===== src/rtl/twr_pkg.sv =====
package twr_pkg;

  // command codes carried by the action field
  typedef enum logic [1:0] {
    ACT_TICK  = 2'd0,
    ACT_WRITE = 2'd1,
    ACT_READ  = 2'd2
  } action_e;

  // position inside one outgoing bit: data set, clock high, clock low
  typedef enum logic [1:0] {
    BIT_SET  = 2'd0,
    BIT_RISE = 2'd1,
    BIT_FALL = 2'd2
  } bit_pos_e;

  localparam int unsigned StepW = 6;

  localparam logic [StepW-1:0] DRIVE_PHASE      = 6'd2;
  localparam logic [StepW-1:0] ADDR_FIRST_PHASE = 6'd3;
  localparam logic [StepW-1:0] ADDR_LAST_PHASE  = 6'd26;
  localparam logic [StepW-1:0] TURN_PHASE       = 6'd27;
  localparam logic [StepW-1:0] DATA_FIRST_PHASE = 6'd28;
  localparam logic [StepW-1:0] LAST_READ_PHASE  = 6'd44;
  localparam logic [StepW-1:0] LAST_WRITE_PHASE = 6'd52;

  typedef struct packed {
    logic [StepW-1:0] step;
    logic             is_read;
    bit_pos_e         bit_pos;
    logic [7:0]       shift_out;
    logic [7:0]       data_hold;
    logic [7:0]       shift_in;
    logic [7:0]       phase_count;
    logic             ce;
    logic             sclk;
    logic             dout;
    logic             drive;
  } seq_state_t;

  typedef struct packed {
    logic       chip_enable;
    logic       serial_clock;
    logic       io_out;
    logic       io_drive;
    logic       busy_res;
    logic       done_res;
    logic [7:0] read_data;
    logic       rejected;
  } result_t;

endpackage


===== src/rtl/three_wire_register_access_master_unit.sv =====
// Three-wire serial register access master (chip enable, serial clock,
// bidirectional data). Each input item is either a tick of time or a
// write/read command; every accepted item yields exactly one result item
// with the line levels, busy/done flags, the read shift register and a
// rejected flag for commands that arrive mid-transaction. Throughput is one
// item per clock while the result register is free: an item waits in the
// input register while the sequencer step logic works out the next state, and
// is loaded into the result register once that register is empty or being
// taken. The result register decouples the two sides; the input side only
// stalls when the result register is full and not being taken. Each phase of
// the sequence lasts phase_ticks tick items (0 acts as 1), written through
// cfg_we_i/cfg_wdata_i; the user must write it only while the unit is idle,
// as the unit itself does not enforce this.
module three_wire_register_access_master_unit (
  input  logic       clk_i,
  input  logic       rst_ni,
  // configuration: phase length in ticks
  input  logic       cfg_we_i,
  input  logic [7:0] cfg_wdata_i,
  // input item channel
  input  logic       in_valid_i,
  output logic       in_ready_o,
  input  logic [1:0] action_i,
  input  logic [7:0] address_i,
  input  logic [7:0] write_data_i,
  input  logic       io_in_i,
  // result item channel
  output logic       out_valid_o,
  input  logic       out_ready_i,
  output logic       chip_enable_o,
  output logic       serial_clock_o,
  output logic       io_out_o,
  output logic       io_drive_o,
  output logic       busy_res_o,
  output logic       done_res_o,
  output logic [7:0] read_data_o,
  output logic       rejected_o
);

  // input register
  logic       in_valid_q, in_valid_d;
  logic [1:0] action_q;
  logic [7:0] address_q;
  logic [7:0] write_data_q;
  logic       io_in_q;

  // sequencer state and configuration
  twr_pkg::seq_state_t state_q, state_d;
  logic [7:0]          phase_ticks_q;

  // result register
  logic             out_valid_q, out_valid_d;
  twr_pkg::result_t res_q, res_d;

  logic accept_in;
  logic advance;

  // item moves from the input register into the result register
  assign advance    = in_valid_q && (!out_valid_q || out_ready_i);
  assign in_ready_o = !in_valid_q || advance;
  assign accept_in  = in_valid_i && in_ready_o;

  always_comb begin
    in_valid_d = in_valid_q;
    if (accept_in) begin
      in_valid_d = 1'b1;
    end else if (advance) begin
      in_valid_d = 1'b0;
    end
  end

  always_comb begin
    out_valid_d = out_valid_q;
    if (advance) begin
      out_valid_d = 1'b1;
    end else if (out_ready_i) begin
      out_valid_d = 1'b0;
    end
  end

  twr_step u_step (
    .cur_i         (state_q),
    .action_i      (action_q),
    .address_i     (address_q),
    .write_data_i  (write_data_q),
    .io_in_i       (io_in_q),
    .phase_ticks_i (phase_ticks_q),
    .nxt_o         (state_d),
    .res_o         (res_d)
  );

  always_ff @(posedge clk_i or negedge rst_ni) begin
    if (!rst_ni) begin
      in_valid_q    <= 1'b0;
      out_valid_q   <= 1'b0;
      phase_ticks_q <= 8'd1;
      state_q       <= '0;
    end else begin
      in_valid_q  <= in_valid_d;
      out_valid_q <= out_valid_d;
      if (cfg_we_i) begin
        phase_ticks_q <= cfg_wdata_i;
      end
      if (advance) begin
        state_q <= state_d;
      end
    end
  end

  // payload registers, no reset needed
  always_ff @(posedge clk_i) begin
    if (accept_in) begin
      action_q     <= action_i;
      address_q    <= address_i;
      write_data_q <= write_data_i;
      io_in_q      <= io_in_i;
    end
    if (advance) begin
      res_q <= res_d;
    end
  end

  assign out_valid_o    = out_valid_q;
  assign chip_enable_o  = res_q.chip_enable;
  assign serial_clock_o = res_q.serial_clock;
  assign io_out_o       = res_q.io_out;
  assign io_drive_o     = res_q.io_drive;
  assign busy_res_o     = res_q.busy_res;
  assign done_res_o     = res_q.done_res;
  assign read_data_o    = res_q.read_data;
  assign rejected_o     = res_q.rejected;

endmodule


===== src/rtl/twr_step.sv =====
module twr_step (
  input  twr_pkg::seq_state_t cur_i,
  input  logic [1:0]          action_i,
  input  logic [7:0]          address_i,
  input  logic [7:0]          write_data_i,
  input  logic                io_in_i,
  input  logic [7:0]          phase_ticks_i,
  output twr_pkg::seq_state_t nxt_o,
  output twr_pkg::result_t    res_o
);

  twr_pkg::seq_state_t nxt;
  logic [8:0]              cnt;
  logic [7:0]              len;
  logic [twr_pkg::StepW-1:0] np;
  logic [twr_pkg::StepW-1:0] last;
  logic                    busy;
  logic                    done;
  logic                    rej;
  logic                    send;

  always_comb begin
    nxt  = cur_i;
    done = 1'b0;
    rej  = 1'b0;
    send = 1'b0;
    busy = (cur_i.step != '0);
    len  = (phase_ticks_i == 8'd0) ? 8'd1 : phase_ticks_i;
    cnt  = {1'b0, cur_i.phase_count} + 9'd1;
    np   = cur_i.step + 6'd1;
    last = cur_i.is_read ? twr_pkg::LAST_READ_PHASE : twr_pkg::LAST_WRITE_PHASE;

    unique case (twr_pkg::action_e'(action_i))
      twr_pkg::ACT_WRITE, twr_pkg::ACT_READ: begin
        if (busy) begin
          rej = 1'b1;
        end else begin
          nxt.is_read     = (twr_pkg::action_e'(action_i) == twr_pkg::ACT_READ);
          nxt.shift_out   = address_i;
          nxt.data_hold   = write_data_i;
          nxt.phase_count = 8'd0;
          nxt.step        = 6'd1;
          nxt.ce          = 1'b1;
        end
      end
      twr_pkg::ACT_TICK: begin
        if (busy) begin
          if (cnt >= {1'b0, len}) begin
            nxt.phase_count = 8'd0;
            if (cur_i.step >= last) begin
              nxt.step = '0;
              done     = 1'b1;
            end else begin
              nxt.step = np;
              // sub-position of the entered phase within its bit
              if (np == twr_pkg::ADDR_FIRST_PHASE || np == twr_pkg::DATA_FIRST_PHASE) begin
                nxt.bit_pos = twr_pkg::BIT_SET;
              end else begin
                unique case (cur_i.bit_pos)
                  twr_pkg::BIT_SET:  nxt.bit_pos = twr_pkg::BIT_RISE;
                  twr_pkg::BIT_RISE: nxt.bit_pos = twr_pkg::BIT_FALL;
                  default:           nxt.bit_pos = twr_pkg::BIT_SET;
                endcase
              end
              priority if (np == twr_pkg::DRIVE_PHASE) begin
                nxt.drive = 1'b1;
              end else if (np <= twr_pkg::ADDR_LAST_PHASE) begin
                send = 1'b1;
              end else if (np == twr_pkg::TURN_PHASE) begin
                if (cur_i.is_read) begin
                  nxt.drive = 1'b0;
                end else begin
                  nxt.drive     = 1'b1;
                  nxt.shift_out = cur_i.data_hold;
                end
              end else if (cur_i.is_read) begin
                if (np < twr_pkg::LAST_READ_PHASE) begin
                  if (!np[0]) begin
                    nxt.shift_in = {io_in_i, cur_i.shift_in[7:1]};
                    nxt.sclk     = 1'b1;
                  end else begin
                    nxt.sclk = 1'b0;
                  end
                end else begin
                  nxt.ce = 1'b0;
                end
              end else begin
                if (np < twr_pkg::LAST_WRITE_PHASE) begin
                  send = 1'b1;
                end else begin
                  nxt.ce = 1'b0;
                end
              end
              if (send) begin
                unique case (nxt.bit_pos)
                  twr_pkg::BIT_SET:  nxt.dout = cur_i.shift_out[0];
                  twr_pkg::BIT_RISE: nxt.sclk = 1'b1;
                  default: begin
                    nxt.sclk      = 1'b0;
                    nxt.shift_out = {1'b0, cur_i.shift_out[7:1]};
                  end
                endcase
              end
            end
          end else begin
            nxt.phase_count = cnt[7:0];
          end
        end
      end
      default: begin
        nxt = cur_i;
      end
    endcase
  end

  assign nxt_o = nxt;

  assign res_o.chip_enable  = nxt.ce;
  assign res_o.serial_clock = nxt.sclk;
  assign res_o.io_out       = nxt.dout;
  assign res_o.io_drive     = nxt.drive;
  assign res_o.busy_res     = (nxt.step != '0);
  assign res_o.done_res     = done;
  assign res_o.read_data    = nxt.shift_in;
  assign res_o.rejected     = rej;

endmodule

===== config.mk =====
export PLATFORM = sky130hd
export DESIGN_NAME = three_wire_register_access_master_unit
export DESIGN_NICKNAME = d
export VERILOG_FILES = /design/src/rtl/twr_pkg.sv /design/src/rtl/three_wire_register_access_master_unit.sv /design/src/rtl/twr_step.sv
export SDC_FILE = /design/constraint.sdc
export NUM_CORES = 1
export LEC_CHECK = 0
export ABC_AREA = 1
export BUFFER_PORTS_ARGS = -buffer_cell sky130_fd_sc_hd__clkbuf_2
export CAP_MARGIN = 10
export CORE_MARGIN = 3
export CORE_UTILIZATION = 47
export DETAILED_ROUTE_END_ITERATION = 12
export GPL_ROUTABILITY_DRIVEN = 0
export GPL_TIMING_DRIVEN = 0
export PLACE_DENSITY_LB_ADDON = 0.12
export SYNTH_ARGS = -nofsm -noshare
export SYNTH_HDL_FRONTEND = slang
export SYNTH_SLANG_ARGS = --single-unit

===== constraint.sdc =====
create_clock -name clk_i -period 4.9 [get_ports clk_i]
set_input_delay 0.98 -clock clk_i [delete_from_list [all_inputs] [get_ports clk_i]]
set_output_delay 0.98 -clock clk_i [all_outputs]
set_load 0.005 [all_outputs]

==> results.py <==
metrics = {
    "pwr": {
        "p_int_uw": 1560,
        "pwr-share-clk_pct": 17.5,
        "power.leakage_uw": 0.00268,
        "ir_worst_vdd_uv": 273,
        "switching_share_pct": 41.6,
        "combPwrFrac_pct": 40.7,
        "cellPowerDensity_nw_per_um2": 478,
        "power.switching_uw": 1110,
        "seqPwrFrac_pct": 41.8,
    },
    "place": {
        "detailed_place_hpwl_um": 7670,
        "io_buffers": 48,
        "dpl-instance-area_sq_um": 5390,
    },
    "cts": {
        "clk_pin_slew_ps": 90,
        "clkSinkCount": 89,
        "htree_levels": 3,
        "numCtsBuffers": 9,
        "ctsResizeCount": 0,
        "cts_tree": "yes",
        "post-cts-setup-buffers": 0,
        "cts.path.max_buffers": 2,
        "ctsHoldBuffers": 0,
        "clockRootBuffer": "clkbuf_8",
        "clk-insertion-delay-late_ps": 370,
    },
    "sta": {
        "fin_crit_sh_pct": 72.5,
        "slew_headroom_pct": 47.9,
        "setup_viol": 0,
        "setup_tns_ps": 0,
        "hold-worst-slack_ps": 484,
        "rsz0062_at_grt": "no",
        "worst_pin_slew_ps": 781,
        "period_minus_slack_ps": 3550,
        "slew_viol_final": 0,
        "skew_ps": 19.1,
        "hold_viol_final": 0,
        "max_clock_freq_mhz": 281,
    },
    "synthesis": {
        "yosys_warnings": 0,
        "yosysSeqAreaShare_pct": 48.1,
        "synthesis.area_sq_um": 4980,
        "syn-num-nets": 643,
        "synth-edff-count": 34,
        "syn_area_per_cell_sq_um": 8.42,
        "ys_ff_latch": 89,
        "synth-main-ff-cell": "dfrtp_1",
        "synth_cell_type_count": 46,
        "synthArstFlopShare_pct": 61.8,
        "syn-instance-count": 592,
    },
    "floorplan": {
        "die_area_sq_um": 11900,
        "row_count": 36,
        "start_util_pct": 49.6,
        "die_w_um": 109,
        "fp.coreArea_sq_um": 10000,
        "io_pins": 49,
        "die_h_um": 109,
    },
    "outcome": {
        "outcome": "complete, no violations",
    },
    "cells_and_area": {
        "num-nets-final": 703,
        "num-fill-cells": 953,
        "syn2layout_area_growth_pct": 12.0,
        "num_antenna_cells": 0,
        "drive_gt1_share_pct": 15.8,
        "fin_area_sq_um": 5580,
    },
    "global_routing": {
        "antenna_found_initial": 0,
        "grt_pass1_vias": 3781,
        "grt_max_degree": 56,
        "globalRouteOverflowTotal": 0,
        "track_usage_pct": 19.2,
        "grt_pass1_wl_um": 18100,
    },
    "worst_setup_path": {
        "crit_type": "flip-flop to flip-flop",
        "r2r-start": "state_q[4]$_DFFE_PN0P_",
        "ff2ff_setup_slack_ps": 1350,
        "cp_data_arrival_time_ps": 3680,
        "start_kind": "flip-flop",
        "worstSetupStartpoint": "state_q[4]$_DFFE_PN0P_",
        "worst-path-max-fanout": 10,
        "endpoint_kind": "flip-flop",
        "critPathRequiredTime_ps": 5030,
    },
    "route": {
        "viasPerCell": 5.18,
        "drtPass1Iterations": 5,
        "drc": 0,
        "wire_per_inst_um": 13.2,
        "via_count": 4089,
        "drtAntennaViolNets": 0,
        "drtIter0Drc": 238,
        "totalWireLength_um": 10400,
    },
    "run": {
        "cap_violations": 0,
    },
    "worst_hold_path": {
        "worstHoldStart": "write_data_q[1]$_DFFE_PP_",
        "hp-class": "flip-flop to flip-flop",
    },
}
==> cell usage in the layout (no fill, tap or decap), types with 2 or more instances in the layout <==
cell type	n
nand2_1	147
inv_1	85
nand3_1	55
dfrtp_1	54
nor2_1	47
clkbuf_2	47
edfxtp_1	34
o21ai_0	28
nand4_1	20
ha_1	19
a21oi_1	13
a31oi_1	10
clkbuf_8	9
clkbuf_1	8
mux2_2	7
nor2_2	6
o22ai_1	6
xor2_1	4
buf_2	3
inv_2	3
o21a_1	3
nand3_2	3
nand2_2	3
o21ai_1	3
a21boi_1	3
nor3_1	2
a21boi_0	2
nand2_4	2
nand3_4	2
nand4_2	2
clkinv_1	2
inv_6	2
==> synth_stat cells (2+ instances only) <==
cell type    n  area [sq um]
o21ai_0     28           140
nand2_1    147           552
mux2_2       7          78.8
o21ai_1      3          15.0
a31oi_1     10          62.6
inv_1       85           319
buf_2        3          15.0
inv_2        3          11.3
nor3_1       2          10.0
nand4_1     20           125
nand3_1     55           275
o21a_1       3          22.5
nand3_2      3          30.0
ha_1        19           238
clkbuf_1     8          30.0
nor2_2       6          37.5
a21boi_0     2          15.0
nand4_2      2          25.0
nand2_4      2          22.5
a21boi_1     3          22.5
nor2_1      47           176
a21oi_1     13          65.1
dfrtp_1     54          1350
xor2_1       4          35.0
nand2_2      3          18.8
nand3_4      2          35.0
o22ai_1      6          37.5
edfxtp_1    34          1020
==> power groups by stage <==
| stage | Clock (uW) | Sequential, uW | Combinational (uW) |
|---|---|---|---|
| final | 468 | 1120 | 1080 |
| after global routing | 512 | 1140 | 1250 |
| after CTS | 481 | 1120 | 1080 |
| after detailed placement | 0 | 1130 | 1080 |
| after global placement | 0 | 1120 | 1060 |
| after floorplan | 0 | 1100 | 817 |
==> flip-flops by register name, indices dropped and copies added (netlist names), 2 cells and up <==
register       flops
address_q          8
state_q           45
phase_ticks_q      8
read_data_o        8
action_q           2
write_data_q       8
==> per-layer routing <==
layer	up-vias	track usage, %	routed length [um]
met2	113	30.2	4790
met4	0	5.95	141
met1	1892	26.9	4870
met3	11	3.91	584
li1	2073	-	-
met5	-	0	0
==> through the flow <==
| step | util, % | cells | power, uW | setup slack, ps |
|---|---|---|---|---|
| after floorplan | - | 592 | 1920 | 2030 |
| after global placement | 53.6 | 773 | 2180 | 1400 |
| after detailed placement | 53.7 | 773 | 2210 | 1390 |
| after CTS | 55.4 | 789 | 2680 | 1380 |
| after global routing | 55.6 | 790 | 2910 | 1040 |
| final | 55.6 | 790 | 2670 | 1350 |
==> logic make-up after synthesis <==
logic type      count (synthesis)  synth area share, %
mux                             7                 1.58
xor+xnor                        4                0.703
compound gates                 73                 8.59
flops                          89                 48.1
simple gates                  298                 28.4
buf+inv                       102                 7.84
fa+ha+maj                      19                 4.77
==> final timing paths <==
kind	endpoint	cells after the start
min in group asynchronous	state_q[42]$_DFFE_PN0P_	1
setup reg to reg	read_data_o[2]$_DFFE_PP_	16
setup / recovery	read_data_o[2]$_DFFE_PP_	16
max in group asynchronous	state_q[26]$_DFFE_PN0P_	1
hold / removal	state_q[21]$_DFFE_PN0P_	1
hold reg to reg	state_q[21]$_DFFE_PN0P_	1
==> cell type report <==
| type | count | area (sq um) | share of cell area (%) |
|---|---|---|---|
| plain buffers | 13 | 56.3 | 1.01 |
| clock buffers | 9 | 124 | 2.22 |
| clock inverters | 7 | 53.8 | 0.964 |
| inverters | 89 | 334 | 5.99 |
| multi-input cells | 401 | 2190 | 39.3 |
| flip-flops and latches | 89 | 2400 | 43.0 |
| well taps | 133 | 166 | 2.98 |
| repair buffers | 49 | 254 | 4.55 |
==> worst max-delay path: stages, from the launching register on <==
cell	delay, ps
dfrtp_1	420
ha_1	210
nand2_1	70
nor2_2	160
nand3_1	110
xor2_1	190
ha_1	330
nand2_1	60
nor4_1	330
nand2_1	200
nand3_2	120
buf_4	180
nand2_2	100
nor2_2	420
nand2_2	220
nand2_1	130
nand2_1	60
Power figures use the tool's default switching activity.
